==> src/usil_pkg.sv <==
package usil_pkg;

  localparam int TABLE_DEPTH = 256;
  localparam int ADDR_W = $clog2(TABLE_DEPTH);
  localparam int QUEUE_DEPTH = 2;
  localparam int QPTR_W = (QUEUE_DEPTH > 1) ? $clog2(QUEUE_DEPTH) : 1;

  localparam logic REQ_WRITE = 1'b0;
  localparam logic REQ_CONVERT = 1'b1;

  localparam logic [1:0] REG_RANGE_MIN = 2'd0;
  localparam logic [1:0] REG_RANGE_MAX = 2'd1;
  localparam logic [1:0] REG_STEP_SHIFT = 2'd2;

  typedef struct packed {
    logic signed [15:0] range_min;
    logic signed [15:0] range_max;
    logic [3:0]         step_shift;
  } usil_cfg_t;

  // one classified beat, as it travels from the front end to the back end
  typedef struct packed {
    logic               is_conv;
    logic               wr_ok;
    logic [ADDR_W-1:0]  wr_addr;
    logic [15:0]        wr_data;
    logic               a0_ok;
    logic [ADDR_W-1:0]  a0;
    logic               a1_ok;
    logic [ADDR_W-1:0]  a1;
    logic signed [16:0] delta;
  } usil_item_t;

endpackage

==> src/usil_queue.sv <==
module usil_queue (
  input  logic                 clk,
  input  logic                 rst,
  input  logic                 push,
  input  usil_pkg::usil_item_t push_item,
  output logic                 full,
  output logic                 pop_valid,
  output usil_pkg::usil_item_t pop_item
);
  import usil_pkg::*;

  usil_item_t        slots [QUEUE_DEPTH];
  logic [QPTR_W-1:0] wr_ptr;
  logic [QPTR_W-1:0] rd_ptr;
  logic [QPTR_W:0]   count;
  logic              pop;

  assign full      = count == (QPTR_W + 1)'(QUEUE_DEPTH);
  assign pop_valid = count != '0;
  assign pop       = pop_valid;
  assign pop_item  = slots[rd_ptr];

  always_ff @(posedge clk) begin
    if (push) begin
      slots[wr_ptr] <= push_item;
    end
  end

  always_ff @(posedge clk) begin
    if (rst) begin
      wr_ptr <= '0;
      rd_ptr <= '0;
      count  <= '0;
    end else begin
      if (push) begin
        wr_ptr <= (wr_ptr == QPTR_W'(QUEUE_DEPTH - 1)) ? '0 : wr_ptr + 1'b1;
      end
      if (pop) begin
        rd_ptr <= (rd_ptr == QPTR_W'(QUEUE_DEPTH - 1)) ? '0 : rd_ptr + 1'b1;
      end
      if (push && !pop) begin
        count <= count + 1'b1;
      end else if (pop && !push) begin
        count <= count - 1'b1;
      end
    end
  end

endmodule

==> config.mk <==
export PLATFORM = sky130hd
export DESIGN_NAME = usil_queue
export DESIGN_NICKNAME = d
export VERILOG_FILES = /design/src/usil_pkg.sv /design/src/usil_queue.sv
export SDC_FILE = /design/constraint.sdc
export NUM_CORES = 1
export LEC_CHECK = 0
export BUFFER_PORTS_ARGS = -buffer_cell sky130_fd_sc_hd__buf_2
export CORE_UTILIZATION = 47
export DETAILED_ROUTE_END_ITERATION = 6
export PLACE_DENSITY_LB_ADDON = 0.12
export SYNTH_ARGS = -nofsm -noshare
export SYNTH_HDL_FRONTEND = slang
export SYNTH_SLANG_ARGS = --single-unit
export TNS_END_PERCENT = 5
==> constraint.sdc <==
create_clock -name clk -period 3.63 [get_ports clk]
set_input_delay 0.5445 -clock clk [delete_from_list [all_inputs] [get_ports clk]]
set_output_delay 0.5445 -clock clk [all_outputs]
set_load 0.05 [all_outputs]
==> results of run 1 <==
cells in the final DEF (no fill, tap or decap), types with 2 or more instances in the layout:
master / count
buf_2: 126
edfxtp_1: 122
mux2_2: 61
clkbuf_16: 16
nor2_1: 5
clkinvlp_4: 4
dfxtp_1: 4
buf_4: 4
xor2_1: 3
bufinv_16: 3
clkinv_4: 2
clkinv_2: 2
inv_6: 2
logic make-up after synthesis:
| kind of cell | after synthesis | share of synthesized area [%] |
|---|---|---|
| AOI/OAI and AO/OA | 2 | 0.217 |
| xor gates and xnor gates | 4 | 0.760 |
| adders and majority gates | 1 | 0.271 |
| buffers and inverters | 8 | 1.17 |
| DFF | 127 | 81.7 |
| muxes | 61 | 14.9 |
| and+or+nand+nor | 9 | 1.00 |
how the worst max path moves through the flow:
stage | start | end | cells after the start
2_1_floorplan | push | slots[0][0]$_DFFE_PP_ | 1
3_3_place_gp | flop | pop_item[60] | 3
3_5_place_dp | push | slots[0][38]$_DFFE_PP_ | 3
4_1_cts | flop | pop_item[60] | 3
5_1_grt | flop | pop_item[29] | 3
6_report | flop | pop_item[1] | 3
through the flow:
stage / total power, mW / hold WS [ns] / setup WS (ns)
after floorplan: 3.08 / 0.461 / 1.05
after global placement: 3.39 / 0.478 / 1.60
after detailed placement: 3.40 / 0.498 / 1.60
after CTS: 5.03 / 0.210 / 1.06
after global routing: 5.16 / 0.207 / 1.00
final: 4.98 / 0.239 / 1.11
power by group:
part	switching [mW]	leakage, nW	internal, mW
combinational	1.10	0.815	0.465
clock	0.580	0.274	1.04
sequential	0.0585	1.19	1.73
layout make-up:
type | count | area [µm²]
sequential | 127 | 3760
clock buffer | 18 | 418
clock inverter | 13 | 165
multi-input combinational | 77 | 800
fill | 720 | 3380
inverter | 1 | 3.75
tap | 129 | 161
timing repair buffer | 131 | 681
registers in the layout, summed over array words and instances (netlist names), named ones only:
register / flops
slots: 122
count: 2
rd_ptr: 1
wr_ptr: 1
layer usage:
metal  part of all wire (%)  vias to the layer above
met2                     51                       78
met4                    1.1                        0
li1                       -                     1123
met5                      0                        -
met1                     41                     1136
met3                    6.7                        7
worst max-delay path: cells and delay by family (launching register included):
kind / cells / cell delay, ns
buffers and inverters: 2 / 0.54
flip-flops: 1 / 0.54
multiplexers: 1 / 0.39
==> flow_summary.json, run 1 <==
{
  "status": "finished, final reports clean",
  "startpoint_type": "flop",
  "die_w_um": 101,
  "p_leak_nw": 2.28,
  "ioPinCount": 127,
  "die_area_um2": 10200,
  "r2r-start": "wr_ptr$_SDFFE_PP0P_",
  "grt_use_met3_pct": 5.41,
  "grt_util_met2_pct": 25.6,
  "r2r-end": "slots[0][33]$_DFFE_PP_",
  "nNetsFinal": 420,
  "relSlewSlack_pct": 56.0,
  "clk_latency_ns": 0.49,
  "ctsHoldBuffers": 0,
  "gp_congestion": 0.678,
  "dpl-instance-area_um2": 5410,
  "crit_fanout": 49,
  "grt_pass1_wl_um": 11600,
  "n_antenna_cell": 0,
  "stdcell_count": 496,
  "critical_path_class": "reg -> out",
  "tightest_slew_ns": 0.659,
  "setup_viol": 0,
  "ys_seq_elements": 127,
  "drive_above_1_share_pct": 61.6,
  "io_buffers": 126,
  "finalClockSkew_ns": 0.00538,
  "core_region_area_um2": 9370,
  "holdPathStages": 1,
  "cts.reportedPaths.clkPinSlew_ns": 0.06,
  "placed_cells": 465,
  "postLayoutCellArea_um2": 5990,
  "start_util_pct": 49.2,
  "synth_enable_flop_cells": 122,
  "r2r.worst_path.cells": 2,
  "period_share_pct": 69.6,
  "holdCritPathClass": "in -> reg",
  "antenna_found_initial": 0,
  "synthesis.area_um2": 4610,
  "first_global_vias": 2357,
  "drv_slew": 0,
  "grt.busiest_layer": "met2",
  "max-cap-violations": 0,
  "arrival_ns": 1.98,
  "clockBufferDepth": 2,
  "synth.net_count": 277,
  "wl_um": 7630,
  "clockRootBuffer": "clkbuf_8",
  "worst_ir_drop_vdd_mv": 0.452,
  "tns_ns": 0,
  "synthFlopType": "edfxtp_1",
  "syn_avg_cell_area_um2": 21.7,
  "clkSinkCount": 127,
  "hold_viol": 0,
  "max_freq_ghz": 0.396,
  "post_cts_buffers": 0,
  "layout_min_cycle_time_ns": 2.52,
  "antenna_left": 0,
  "ys_warn_count": 0,
  "ys_seq_area_share_pct": 81.7,
  "worstHoldStart": "push_item[12]",
  "ys_types": 16,
  "async_flop_share_pct": 0,
  "die_h_um": 101,
  "synth_top_area_cell": "edfxtp_1",
  "required_ns": 3.09,
  "cts_tree": "built",
  "cts-buffers-inserted": 17,
  "grt_overflow": 0,
  "first_pass_iters": 4,
  "synth_top_area_share_pct": 79.5,
  "whs_endpoint": "slots[0][12]$_DFFE_PP_",
  "drc_errors": 0,
  "synthCells": 212,
  "via_count": 2344,
  "met1_usage_pct": 18.7,
  "grt_max_degree": 50,
  "crit_path_top_delay_cell": "dfxtp_2",
  "grtUsageTotal_pct": 15.6,
  "cp_slowest_stage_delay_ns": 0.54,
  "syn_to_final_growth_pct": 30.1,
  "r2r_slack_ns": 1.99,
  "dp_hpwl_um": 4970,
  "synth.top_cells.by_area": "edfxtp_1 80%, mux2_2 15%, dfxtp_1 2.2%",
  "cts_resized": 0,
  "rows": 35,
  "yosysMostFrequentCell": "edfxtp_1",
  "powerDensity_nw_per_um2": 830,
  "fin_util_pct": 64.0,
  "rsz0062_at_grt": "false",
  "viasPerCell": 4.73,
  "crit_path_end_kind": "primary output",
  "path_cells": "buf_12 -> mux2_2 -> buf_2",
  "htreeDepth": 4,
  "wl_per_cell_um": 15.4,
  "yosys-top-cells-count": "122 x edfxtp_1, 61 x mux2_2, 6 x buf_4, 5 x dfxtp_1, 5 x nor2_1",
  "drt_iter0_markers": 109
}
(Power assumes the default switching activity.)
==> run 2: changes to the inputs <==
CORE_UTILIZATION = 52   (was 47)
clock period = 2.5 ns   (was 3.63 ns; I/O delays follow)
==> flow_summary.json, run 2 (synthesis results as in run 1) <==
{
  "syn_to_final_growth_pct": 31.2,
  "clk_latency_ns": 0.49,
  "worstHoldStart": "push_item[28]",
  "layout_min_cycle_time_ns": 2.21,
  "r2r-end": "count[1]$_SDFFE_PP0P_",
  "startpoint_type": "flop",
  "powerDensity_nw_per_um2": 1250,
  "status": "finished, final reports clean",
  "dp_hpwl_um": 5020,
  "regMostFlops": "slots",
  "required_ns": 2.12,
  "gp_congestion": 0.728,
  "period_share_pct": 88.6,
  "max-cap-violations": 0,
  "cts_resized": 0,
  "drive_above_1_share_pct": 61.5,
  "grtUsageTotal_pct": 18.1,
  "drt_iter0_markers": 102,
  "max_freq_ghz": 0.452,
  "largest_reg_flops": 122,
  "r2r.worst_path.cells": 4,
  "r2r_slack_ns": 1.07,
  "wl_um": 7920,
  "rsz0062_at_grt": "false",
  "crit_fanout": 34,
  "clockRootBuffer": "clkbuf_8",
  "crit_family": "buffers and inverters",
  "cts_tree": "built",
  "path_cells": "buf_4 -> mux2_2 -> buf_2",
  "grt_pass1_wl_um": 11800,
  "drv_slew": 0,
  "htreeDepth": 4,
  "placed_cells": 442,
  "first_global_vias": 2472,
  "first_pass_iters": 6,
  "tightest_slew_ns": 0.461,
  "nNetsFinal": 421,
  "antenna_found_initial": 0,
  "crit_path_end_kind": "primary output",
  "n_antenna_cell": 0,
  "io_buffers": 126,
  "viasPerCell": 5.08,
  "holdCritPathClass": "in -> reg",
  "drc_errors": 0,
  "pwr-share-seq_pct": 33.9,
  "fill_cells": 549,
  "antenna_left": 0,
  "rows": 33,
  "die_h_um": 96.1,
  "p_leak_nw": 2.32,
  "clockBufferDepth": 2,
  "power_frac_comb_pct": 30.6,
  "p_int_mw": 5.00,
  "power.share.switching_pct": 33.7,
  "final_common_cell": "buf_2",
  "grt_max_degree": 44,
  "clkSinkCount": 127,
  "layout_common_cells": "126 x buf_2, 122 x edfxtp_1, 61 x mux2_2",
  "stdcell_count": 474,
  "ctsHoldBuffers": 0,
  "finalClockSkew_ns": 0.00805,
  "relSlewSlack_pct": 69.3,
  "core_region_area_um2": 8380,
  "holdPathStages": 1,
  "p_clk_share_pct": 35.5,
  "setup_viol": 0,
  "whs_endpoint": "slots[1][28]$_DFFE_PP_",
  "via_count": 2408,
  "critical_path_class": "reg -> out",
  "tns_ns": 0,
  "die_area_um2": 9240,
  "cp_slowest_stage_delay_ns": 0.40,
  "grt_overflow": 0,
  "reg_top3": "slots (122), count (2)",
  "post_cts_buffers": 0,
  "ioPinCount": 127,
  "hold_viol": 0,
  "die_w_um": 96.1,
  "r2r-start": "count[0]$_SDFFE_PP0P_",
  "path_buf_inv": 2,
  "arrival_ns": 1.84,
  "crit_path_top_delay_cell": "buf_4",
  "p_total_mw": 7.54,
  "wl_per_cell_um": 16.7,
  "worst_ir_drop_vdd_mv": 0.660,
  "start_util_pct": 55.0,
  "cts-buffers-inserted": 17,
  "cts.reportedPaths.clkPinSlew_ns": 0.06,
  "switching_power_mw": 2.54
}
## run 2: final cells by class
cell class	instances	area, µm²	area share, %
clock buffers	19	422	6.98
repair buffers	132	688	11.4
well taps	105	131	2.17
inverters	1	3.75	0.0621
multi-input cells	77	800	13.2
clock inverters	13	235	3.89
flip-flops and latches	127	3760	62.3
## run 2: per-layer routing
layer,wire length [µm],global-route usage [%],share of wire (%)
met5,0,0,0
met3,651,8.21,8.2
met4,40,6.72,0.51
met2,3890,29.4,49
met1,3330,21.0,42
## run 2: worst max path at each step
stage	from	to	slack, ns	depth (start not counted)
2_1_floorplan	push	slots[0][0]$_DFFE_PP_	0.09	1
3_3_place_gp	flop	pop_item[8]	0.80	3
3_5_place_dp	flop	pop_item[24]	0.79	3
4_1_cts	flop	pop_item[8]	0.24	3
5_1_grt	flop	pop_item[60]	0.19	3
6_report	flop	pop_item[8]	0.29	3
## run 2: power groups by stage
stage	clock [mW]	sequential, mW	combinational, mW
final	2.68	2.56	2.31
after global placement	0	2.59	2.30
after floorplan	0	2.59	1.89
after detailed placement	0	2.60	2.31
after CTS	2.73	2.56	2.33
after global routing	2.82	2.57	2.44
## run 2: metrics by stage
step | worst slack, ns | hold slack, ns | instance area, µm² | utilization (%)
after floorplan | 0.0919 | 0.444 | 4610 | -
after global placement | 0.798 | 0.480 | 5390 | 64.3
after detailed placement | 0.794 | 0.494 | 5390 | 64.3
after CTS | 0.245 | 0.0333 | 6040 | 72.1
after global routing | 0.189 | 0.0335 | 6040 | 72.1
final | 0.286 | 0.0648 | 6040 | 72.1
