--- src/usil_pkg.sv ---
package usil_pkg;

  localparam int TABLE_DEPTH = 256;
  localparam int ADDR_W = $clog2(TABLE_DEPTH);
  localparam int QUEUE_DEPTH = 2;
  localparam int QPTR_W = (QUEUE_DEPTH > 1) ? $clog2(QUEUE_DEPTH) : 1;

  localparam logic REQ_WRITE = 1'b0;
  localparam logic REQ_CONVERT = 1'b1;

  localparam logic [1:0] REG_RANGE_MIN = 2'd0;
  localparam logic [1:0] REG_RANGE_MAX = 2'd1;
  localparam logic [1:0] REG_STEP_SHIFT = 2'd2;

  typedef struct packed {
    logic signed [15:0] range_min;
    logic signed [15:0] range_max;
    logic [3:0]         step_shift;
  } usil_cfg_t;

  // one classified beat, as it travels from the front end to the back end
  typedef struct packed {
    logic               is_conv;
    logic               wr_ok;
    logic [ADDR_W-1:0]  wr_addr;
    logic [15:0]        wr_data;
    logic               a0_ok;
    logic [ADDR_W-1:0]  a0;
    logic               a1_ok;
    logic [ADDR_W-1:0]  a1;
    logic signed [16:0] delta;
  } usil_item_t;

endpackage

--- src/usil_front.sv ---
module usil_front (
  input  usil_pkg::usil_cfg_t  cfg,
  input  logic                 req_type,
  input  logic [7:0]           entry_index,
  input  logic signed [15:0]   entry_value,
  input  logic signed [15:0]   sample,
  output usil_pkg::usil_item_t item
);
  import usil_pkg::*;

  logic               below;
  logic               above;
  logic               hi_ge_lo;
  logic [15:0]        span;
  logic [15:0]        top;
  logic               top_ok;
  logic [ADDR_W-1:0]  top_addr;
  logic [15:0]        offs;
  logic [7:0]         seg;
  logic [8:0]         seg1;
  logic signed [15:0] pos;
  logic signed [16:0] dist_raw;

  assign below    = sample < cfg.range_min;
  assign above    = sample >= cfg.range_max;
  assign hi_ge_lo = cfg.range_max >= cfg.range_min;

  // reversed range clamps high to entry 0
  assign span     = cfg.range_max - cfg.range_min;
  assign top      = span >> cfg.step_shift;
  assign top_ok   = !hi_ge_lo || ({1'b0, top} < 17'(TABLE_DEPTH));
  assign top_addr = hi_ge_lo ? top[ADDR_W-1:0] : '0;

  assign offs     = sample - cfg.range_min;
  assign seg      = 8'(offs >> cfg.step_shift);
  assign seg1     = 9'(seg) + 9'd1;
  assign pos      = (16'(seg) << cfg.step_shift) + cfg.range_min;
  assign dist_raw = 17'(sample) - 17'(pos);

  always_comb begin
    item.is_conv = (req_type == REQ_CONVERT);
    item.wr_ok   = 9'(entry_index) < 9'(TABLE_DEPTH);
    item.wr_addr = entry_index[ADDR_W-1:0];
    item.wr_data = entry_value;
    item.a1_ok   = seg1 < 9'(TABLE_DEPTH);
    item.a1      = seg1[ADDR_W-1:0];
    // clamped beats carry zero distance and a zero upper word, so the back
    // end returns t0 as is and never depends on the neighbor entry
    if (below) begin
      item.a0_ok = 1'b1;
      item.a0    = '0;
      item.a1_ok = 1'b0;
      item.delta = '0;
    end else if (above) begin
      item.a0_ok = top_ok;
      item.a0    = top_addr;
      item.a1_ok = 1'b0;
      item.delta = '0;
    end else begin
      item.a0_ok = 9'(seg) < 9'(TABLE_DEPTH);
      item.a0    = seg[ADDR_W-1:0];
      item.delta = dist_raw;
    end
  end

endmodule

--- config.mk ---
export PLATFORM = sky130hd
export DESIGN_NAME = usil_front
export DESIGN_NICKNAME = d
export VERILOG_FILES = /design/src/usil_pkg.sv /design/src/usil_front.sv
export SDC_FILE = /design/constraint.sdc
export NUM_CORES = 1
export LEC_CHECK = 0
export BUFFER_PORTS_ARGS = -buffer_cell sky130_fd_sc_hd__buf_4
export CAP_MARGIN = 20
export CORE_MARGIN = 5
export CORE_UTILIZATION = 55
export DETAILED_ROUTE_END_ITERATION = 16
export GPL_TIMING_DRIVEN = 0
export PLACE_DENSITY = 0.81
export SLEW_MARGIN = 40
export SYNTH_ARGS = -nofsm -noshare
export SYNTH_HDL_FRONTEND = slang
export SYNTH_SLANG_ARGS = --single-unit
--- constraint.sdc ---
create_clock -name vclk -period 23.5
set_input_delay 3.525 -clock vclk [all_inputs]
set_output_delay 3.525 -clock vclk [all_outputs]
set_load 0.01 [all_outputs]
==> results.md, run 1 <==
* Met3 WL post-DR at 1910 um
* CTS-repair resized insts at 0
* Synth Area in Compound Gates at 0.332
* Worst Setup End Kind: output port
* Hold crit path type: primary input to output port
* Diodes inserted at 0
* Initial DRC count at 868
* Routed wire length at 21700 um
* # rows at 38
* Register share of total power at 0
* Port Buffers at 110
* Sequential cell count at 0
* Antenna Violating Nets Remaining at 0
* Post-synthesis sequential area ratio at 0
* Setup bufs post-CTS at 0
* Synth unique cells at 83
* Top cell family by delay on the critical path: compound AO/OA/AOI/OAI gates
* Combinational Power Share at 1.000
* Adder-Cell Fraction of Synth Area at 0.182
* Nets@finish at 1160
* Met2 routed WL at 9730 um
* Die W at 114 um
* I/O pin count at 138
* Yosys warning total at 0
* Commonest cells after routing, fill and taps aside: buf_4 (137), nor2_1 (94), ha_1 (81)
* Highest metal layer with signal wires: met4
* Register area at 0 um2
* Hold Fails Final Rpt at 0
* Sw Ratio at 0.575
* Layout cell share with drive strength beyond 1 at 0.181
* Final Worst Setup Slack at 9.44 ns
* CP peak stage delay at 0.51 ns
* Worst Setup Start Kind: primary input
* Number of remaining DRC errors at 0
* Synth Cell Area at 6000 um2
* P_leak at 3.34 nW
* Fmax at 71.1 MHz
* CP Max Fanout at 7
* Via density at 6.46
* Vias at 7338
* Worst slew margin at 0.559
* Setup TNS at 0 ns
* Hpwl dp at 18000 um
* Cell Pwr Density at 43.1 nW/um2
* Die Footprint at 13100 um2
* CP Data Arrival Time at 10.54 ns
* Max Slew Vio Count at 0
* Post-route insts no fill at 1136
* Initial antenna violation count at 0
* First-pass GRT wire length at 34400 um
* Layout area overhead at 16.9%
* Initial Util at 0.559
* RSZ-0062 raised after global routing: false
* Final setup vio count at 0
* Combinational family with the most area after synthesis: compound AO/OA/AOI/OAI gates
* Synth Instances at 885
* Clock Power Share at 0
* Fraction of synthesized area in multiplexers at 0.0794
* Number of global-route vias before repair at 6857
* Worst VDD drop at 0.0000520 V
* Finished Cell Area at 7020 um2
* Power Internal at 0.000129 W
* Slowest CP cell: mux2i_1
* Post-Synth Simple-Gate Area at 0.240
* Clock buffer count at 0
* RePlAce Congestion at 1.06
* Die height at 114 um
* Placed instance count at 1135
* CP bufs+invs at 6
* Mapped Nets at 1047
* Largest net degree at the start of global routing at 11
* Post-Place Setup Slack at 9.50 ns
* Switching pwr at 0.000174 W
* Hold-fix buffers at CTS at 0
* Commonest non-fill, non-tap cell in the layout: buf_4
* Required time of the worst setup path at 19.98 ns
* # Max-Cap Violations at 0
* Final Critical Period at 14.06 ns
* Avg Cell Area, Syn at 6.78 um2
* WL per Instance at 19.1 um
* Post-placement cell area at 7000 um2
* Core ar. at 10700 um2
* Crit path kind: primary input to output port
* Period utilization at 0.598
* Total GRT Usage at 0.319
* Synth Area in XOR/XNOR at 0.0636
* Wl on met1 at 9150 um
* Slew at the pin closest to its max-slew limit at 0.661 ns
* DRT Pass-1 Iters at 7
* Status: finished, final reports clean
* GRT overflow at 0
-- cell usage after synthesis, types with 4 or more instances --
cell type	instances	share of area
a21boi_0	4	0.0050
a211o_1	5	0.0073
a22oi_1	5	0.0063
o21ai_0	47	0.039
nand3b_1	7	0.0088
ha_1	81	0.17
nand4_1	11	0.011
mux2i_1	33	0.055
buf_2	8	0.0067
o211a_1	9	0.015
o21bai_1	5	0.0063
clkbuf_1	22	0.014
buf_1	7	0.0044
a21o_1	14	0.018
o22ai_1	16	0.017
a221oi_1	6	0.0088
o211ai_1	15	0.019
or3_1	5	0.0052
o31a_1	7	0.010
a211oi_1	12	0.015
mux2_2	9	0.017
fa_1	4	0.013
and3_1	8	0.0083
a21oi_1	57	0.048
o221ai_1	9	0.013
xor2_1	21	0.031
nor2b_1	13	0.014
nand2b_1	13	0.014
inv_1	64	0.040
o21a_1	11	0.014
nand3_1	27	0.023
nor2_1	94	0.059
and2_1	6	0.0063
buf_4	27	0.034
nand2_1	67	0.042
o41ai_1	4	0.0058
a31oi_1	6	0.0063
nor3_1	34	0.028
xnor2_1	20	0.029
-- final timing paths --
path	start	to	depth (start not counted)
hold / removal	entry_value[12]	item[47]	2
setup / recovery	cfg[26]	item[15]	31
-- layout make-up --
class	count	area (um2)
tap	140	175
inverter	65	244
timing repair buffer	111	831
multi-input combinational	753	5390
buffer	67	373
fill	1071	3730
-- through the flow --
stage	total power [W]	hold WS [ns]	util
global placement	0.000292	7.23	0.652
floorplan	0.000207	7.14	-
CTS	0.000296	7.23	0.652
finish	0.000303	7.23	0.653
detailed placement	0.000294	7.23	0.652
global route	0.000331	7.23	0.653
-- cell families (layout without fill, tap and decap cells) --
logic type,after synthesis,after routing
buffers and inverters,132,243
xor gates and xnor gates,42,42
other,1,1
and+or+nand+nor,302,302
adders and majority gates,85,85
muxes,44,44
AOI/OAI and AO/OA,279,279
-- power groups by stage --
stage,combinational [W],sequential [W],clock (W)
floorplan,0.000207,0,0
global placement,0.000292,0,0
detailed placement,0.000294,0,0
CTS,0.000296,0,0
global route,0.000331,0,0
finish,0.000303,0,0
-- layer usage --
metal,up-vias,GRT usage
li1,3491,-
met1,3365,0.436
met2,408,0.516
met3,74,0.0370
met4,0,0.113
met5,-,0
Power figures use the tool's default switching activity.
==> inputs of run 2 (changes only) <==
--- a/config.mk
+++ b/config.mk
@@ -8,10 +8,10 @@
 export BUFFER_PORTS_ARGS = -buffer_cell sky130_fd_sc_hd__buf_4
 export CAP_MARGIN = 20
 export CORE_MARGIN = 5
-export CORE_UTILIZATION = 55
+export CORE_UTILIZATION = 53
 export DETAILED_ROUTE_END_ITERATION = 16
 export GPL_TIMING_DRIVEN = 0
-export PLACE_DENSITY = 0.81
+export PLACE_DENSITY = 0.82
 export SLEW_MARGIN = 40
 export SYNTH_ARGS = -nofsm -noshare
 export SYNTH_HDL_FRONTEND = slang
==> constraint.sdc (replaced) <==
create_clock -name vclk -period 12.5
set_input_delay 1.875 -clock vclk [all_inputs]
set_output_delay 1.875 -clock vclk [all_outputs]
set_load 0.01 [all_outputs]
==> run 2 against run 1 <==
  * Worst setup slack worse by 7.7 ns
  * First-iteration DRC count grew 11%
  * Global-route usage down 1.4 points
  * Core utilization decreased by 1.5 points
  * Combinational power is 87% higher
  * Sequential share of layout area unchanged
  * Critical path depth decreased by 1
  * Total power is 87% higher
  * Clock-buffer cell count stayed put
  * Die area is 3.4% higher
  * Worst hold slack got worse by 3.3 ns
==> results.md, run 2 (synthesis results as in run 1) <==
* Diodes inserted at 0 (unchanged)
* Commonest cells after routing, fill and taps aside: buf_4 (137), nor2_1 (94), ha_1 (81)
* RePlAce Congestion at 1.04 (-2.1%)
* Routed wire length at 21700 um (+0.12%)
* CP peak stage delay at 0.51 ns (about the same)
* Number of global-route vias before repair at 6783 (-1.1%)
* Initial antenna violation count at 0 (unchanged)
* Hold crit path type: primary input to output port
* Max Slew Vio Count at 0 (unchanged)
* Power Internal at 0.000241 W (+88%)
* Post-route insts no fill at 1135 (-0.088%)
* Sequential cell count at 0 (unchanged)
* Largest net degree at the start of global routing at 11 (unchanged)
* # rows at 38 (unchanged)
* Slew at the pin closest to its max-slew limit at 0.830 ns (+0.169 ns)
* Antenna Violating Nets Remaining at 0 (unchanged)
* Switching pwr at 0.000326 W (+87%)
* Layout area overhead at 16.8% (about the same)
* GRT overflow at 0 (unchanged)
* CP Max Fanout at 9 (+2)
* Hold Fails Final Rpt at 0 (unchanged)
* Vias at 7404 (+0.90%)
* Commonest non-fill, non-tap cell in the layout: buf_4
* Die height at 116 um (+1.7%)
* Clock Power Share at 0 (unchanged)
* Initial DRC count at 963 (+11%)
* RSZ-0062 raised after global routing: false
* Port Buffers at 110 (unchanged)
* Die W at 116 um (+1.7%)
* # Max-Cap Violations at 0 (unchanged)
* Initial Util at 0.546 (-0.0121)
* Hpwl dp at 17900 um (-0.43%)
* CP Data Arrival Time at 8.94 ns (-1.60 ns)
* Status: finished, final reports clean
* Cell mode on critical path: a21oi_1
* Via density at 6.52 (+0.99%)
* Worst Setup Start Kind: primary input
* CTS-repair resized insts at 0 (unchanged)
* I/O pin count at 138 (unchanged)
* Final setup vio count at 0 (unchanged)
* Setup bufs post-CTS at 0 (unchanged)
* Setup TNS at 0 ns (unchanged)
* Final core occ at 0.638 (-0.0146)
* WL per Instance at 19.1 um (+0.21%)
* Fmax at 92.5 MHz
* Placed instance count at 1135 (unchanged)
* Register share of total power at 0 (unchanged)
* Sw Ratio at 0.574 (-0.000793)
* Worst slew margin at 0.444 (-0.115)
* Register area at 0 um2 (unchanged)
* Combinational Power Share at 1.000 (about the same)
* Number of remaining DRC errors at 0 (unchanged)
* P_leak at 3.33 nW (-0.11%)
* Die Footprint at 13600 um2 (+3.4%)
* Period utilization at 0.865
* Slowest CP cell: mux2i_1
* Crit path kind: primary input to output port
* First-pass GRT wire length at 33800 um (-1.6%)
* Core ar. at 11000 um2 (+2.2%)
* Worst VDD drop at 0.0000970 V (+87%)
* Hold-fix buffers at CTS at 0 (unchanged)
* Worst Setup End Kind: output port
* Cell Pwr Density at 80.9 nW/um2 (+87%)
* Nets@finish at 1159 (-0.086%)
* Clock buffer count at 0 (unchanged)
* Final Critical Period at 10.81 ns
* Required time of the worst setup path at 10.62 ns (-9.36 ns)
* DRT Pass-1 Iters at 6 (-1)
* Layout cell share with drive strength beyond 1 at 0.180 (-0.000823)
* Total GRT Usage at 0.305 (-0.0140)
==> run 2: cell count changes in the layout (fill, tap and decap cells not counted), sizes merged <==
cell / change
buf: -1
==> run 2: path summary, 6_finish.rpt <==
kind	start	cells past startpoint	to
setup / recovery	cfg[26]	30	item[15]
hold / removal	entry_index[4]	2	item[55]
==> run 2: metal layers <==
metal | routed length (um) | vias to the layer above | global-route usage
li1 | - | 3488 | -
met1 | 9170 | 3442 | 0.415
met2 | 10000 | 410 | 0.524
met3 | 1820 | 64 | 0.0228
met4 | 641 | 0 | 0.0727
met5 | 0 | - | 0
==> run 2: cell type report <==
| type | instances | area (um2) |
|---|---|---|
| fill | 1069 | 3970 |
| multi-input combinational | 753 | 5390 |
| buffer | 67 | 373 |
| inverter | 65 | 244 |
| tap | 140 | 175 |
| timing repair buffer | 110 | 826 |
==> run 2: critical path: cells and delay by family <==
kind	cells	cell delay, ns
AO/OA/AOI/OAI	17	4.10
XOR/XNOR	1	0.18
adder cells (fa/ha/maj)	3	1.03
multiplexers	1	0.51
buffers and inverters	3	0.29
AND/OR/NAND/NOR	5	0.95
==> run 2: power groups by stage <==
stage	logic (W)	clock network (W)	registers [W]
3_3_place_gp	0.000547	0	0
6_report	0.000567	0	0
3_5_place_dp	0.000551	0	0
5_1_grt	0.000617	0	0
2_1_floorplan	0.000389	0	0
4_1_cts	0.000555	0	0
==> run 2: stage by stage <==
stage	setup WS (ns)	cell area [um2]	total power [W]	hold slack (ns)
floorplan	3.10	6000	0.000389	3.84
global placement	1.97	7000	0.000547	3.93
detailed placement	1.88	7000	0.000551	3.93
CTS	1.85	7000	0.000555	3.93
global route	1.06	7010	0.000617	3.93
finish	1.69	7010	0.000567	3.93
==> inputs of run 3 (changes only) <==
--- a/config.mk
+++ b/config.mk
@@ -5,12 +5,13 @@
 export SDC_FILE = /design/constraint.sdc
 export NUM_CORES = 1
 export LEC_CHECK = 0
+export ABC_AREA = 1
 export BUFFER_PORTS_ARGS = -buffer_cell sky130_fd_sc_hd__buf_4
 export CAP_MARGIN = 20
 export CORE_MARGIN = 5
 export CORE_UTILIZATION = 53
 export DETAILED_ROUTE_END_ITERATION = 16
-export GPL_TIMING_DRIVEN = 0
+export GPL_TIMING_DRIVEN = 1
 export PLACE_DENSITY = 0.82
 export SLEW_MARGIN = 40
 export SYNTH_ARGS = -nofsm -noshare
==> run 3 against run 2 <==
  * Synthesized cell count rose by 22%
  * Cell count rose by 11%
  * Critical path depth rose by 13
  * Via count fell by 3.7%
  * Clock-buffer cell count did not move
  * Die area rose by 1.1%
  * First-iteration DRC count fell by 20%
  * Routed wire length fell by 7.9%
==> results.md, run 3 <==
* Area leader, netlist: ha_1
* Status: finished, final reports clean
* Met3 Use GR at 0.0129 (-0.00994)
* DRT Pass-1 Iters at 6 (unchanged)
* Max Slew Vio Count at 0 (unchanged)
* Post-placement cell area at 6590 um2 (-5.9%)
* Largest net degree at the start of global routing at 53 (+42)
* Fmax at 102 MHz (+10%)
* Slowest CP cell: nor4_1
* Worst slew margin at 0.392 (-0.0522)
* Final Critical Period at 9.80 ns (-1.01 ns)
* CTS-repair resized insts at 0 (unchanged)
* I/O pin count at 138 (unchanged)
* Setup TNS at 0 ns (unchanged)
* # Max-Cap Violations at 0 (unchanged)
* Most frequent cell after synthesis: nand2_1
* Total GRT Usage at 0.289 (-0.0156)
* Clock buffer count at 0 (unchanged)
* Multi-input logic area at 5110 um2 (-5.3%)
* Hold Fails Final Rpt at 0 (unchanged)
* Layout cell share with drive strength beyond 1 at 0.142 (-0.0377)
* Avg Cell Area, Syn at 5.61 um2 (-17%)
* Vias at 7133 (-3.7%)
* Top post-synthesis cells by area: ha_1 (17%), nand2_1 (16%), nand3_1 (12%), inv_1 (10%), a21oi_1 (5.9%)
* RePlAce Congestion at 1.01 (-2.9%)
* Hpwl dp at 17000 um (-5.0%)
* Initial DRC count at 771 (-20%)
* Finished Cell Area at 6590 um2 (-6.0%)
* Crit path kind: primary input to output port
* Initial antenna violation count at 0 (unchanged)
* Die W at 117 um (+0.53%)
* Hold crit path type: primary input to output port
* Routed wire length at 20000 um (-7.9%)
* Hold-fix buffers at CTS at 0 (unchanged)
* Worst Setup End Kind: output port
* Fillers at 1207 (+13%)
* Die Footprint at 13700 um2 (+1.1%)
* Antenna Violating Nets Remaining at 0 (unchanged)
* Core ar. at 11300 um2 (+3.1%)
* P_leak at 3.73 nW (+12%)
* GR peak layer: met2
* Cell Pwr Density at 75.0 nW/um2 (-7.3%)
* RSZ-0062 raised after global routing: false
* Met2 Resource Use GR at 0.497 (-0.0265)
* Worst Setup Start Kind: primary input
* Setup bufs post-CTS at 0 (unchanged)
* Port Buffers at 87 (-21%)
* Synth Cell Area at 6070 um2 (+1.2%)
* Nets@finish at 1282 (+11%)
* Post-Place Setup Slack at 2.80 ns (+0.920 ns)
* CP Max Fanout at 6 (-3)
* Diodes inserted at 0 (unchanged)
* Slew at the pin closest to its max-slew limit at 0.909 ns (+0.0787 ns)
* Cell mode on critical path: nand2_1
* GRT overflow at 0 (unchanged)
* Final Worst Setup Slack at 2.70 ns (+1.01 ns)
* Die height at 117 um (+0.53%)
* Number of global-route vias before repair at 6591 (-2.8%)
* Sequential cell count at 0 (unchanged)
* CP Data Arrival Time at 7.92 ns (-1.02 ns)
* Yosys warning total at 0 (unchanged)
* Commonest non-fill, non-tap cell in the layout: nand2_1
* CP peak stage delay at 0.52 ns (about the same)
* Final setup vio count at 0 (unchanged)
* Initial Util at 0.536 (-0.0101)
* Synth top area share at 0.167 (-0.00195)
* Worst VDD drop at 0.0000629 V (-35%)
* Layout area overhead at 8.51%
* WL per Instance at 15.8 um (-17%)
* Register area at 0 um2 (unchanged)
* Met1 GRT Util at 0.404 (-0.0109)
* Number of remaining DRC errors at 0 (unchanged)
* Synth Instances at 1083 (+22%)
* Commonest cells after routing, fill and taps aside: nand2_1 (254), inv_1 (163), nand3_1 (140)
* Required time of the worst setup path at 10.62 ns (about the same)
* Via density at 5.66 (-13%)
* Period utilization at 0.784 (-0.0812)
* First-pass GRT wire length at 32200 um (-4.8%)
* Post-synthesis sequential area ratio at 0 (unchanged)
* Synth top cells by count: nand2_1 (254), inv_1 (163), nand3_1 (140)
* Mapped Nets at 1245 (+19%)
* Final core occ at 0.582 (-0.0563)
* Synth unique cells at 51 (-39%)
* # rows at 39 (+2.6%)
-- run 3: cell count changes in the layout (fill, tap and decap cells not counted), sizes merged, moves of 18 or more --
cell	change
buf	-65
clkbuf	-24
inv	+106
nor3	-21
nor2	-18
nand3	+138
mux2i	-31
nand2	+209
-- run 3: area by class of cell --
class              instances  share of cell area
multi-input cells        859               0.775
repair buffers            88               0.100
inverters                171              0.0976
well taps                143              0.0272
-- run 3: per-layer routing --
layer / share of wire / wire length [um] / vias to the layer above
li1: - / - / 3644
met1: 0.46 / 9090 / 3140
met2: 0.46 / 9100 / 314
met3: 0.066 / 1310 / 35
met4: 0.023 / 467 / 0
met5: 0 / 0 / -
-- run 3: worst paths after layout --
kind	start	end	slack (ns)	depth (start not counted)
max	sample[0]	item[15]	2.70	43
min	entry_value[2]	item[37]	3.75	0
-- run 3: logic make-up (layout without fill, tap and decap cells) --
group,Yosys count,in the layout,synth area share
other,1,1,0.000618
multiplexers,2,2,0.00330
adder cells (fa/ha/maj),85,85,0.180
buffers and inverters,224,259,0.159
AND/OR/NAND/NOR,569,569,0.445
AO/OA/AOI/OAI,161,161,0.152
XOR/XNOR,41,41,0.0591
-- run 3: worst max-delay path, delay by kind of cell --
family	cells	cell delay, ns
simple gates	26	3.03
fa+ha+maj	4	1.32
compound gates	5	0.80
buf+inv	6	0.59
xor+xnor	2	0.31
-- run 3: where the power goes --
group	internal [W]	switching, W	total, W
combinational	0.000188	0.000306	0.000494
sequential	0	0	0
clock	0	0	0
total	0.000188	0.000306	0.000494
-- run 3: stage by stage --
| step | cells | hold slack (ns) | power (W) |
|---|---|---|---|
| global placement | 1261 | 3.75 | 0.000483 |
| detailed placement | 1261 | 3.75 | 0.000484 |
| global route | 1261 | 3.75 | 0.000553 |
| floorplan | 1083 | 3.84 | 0.000351 |
| finish | 1261 | 3.75 | 0.000494 |
| CTS | 1261 | 3.75 | 0.000487 |
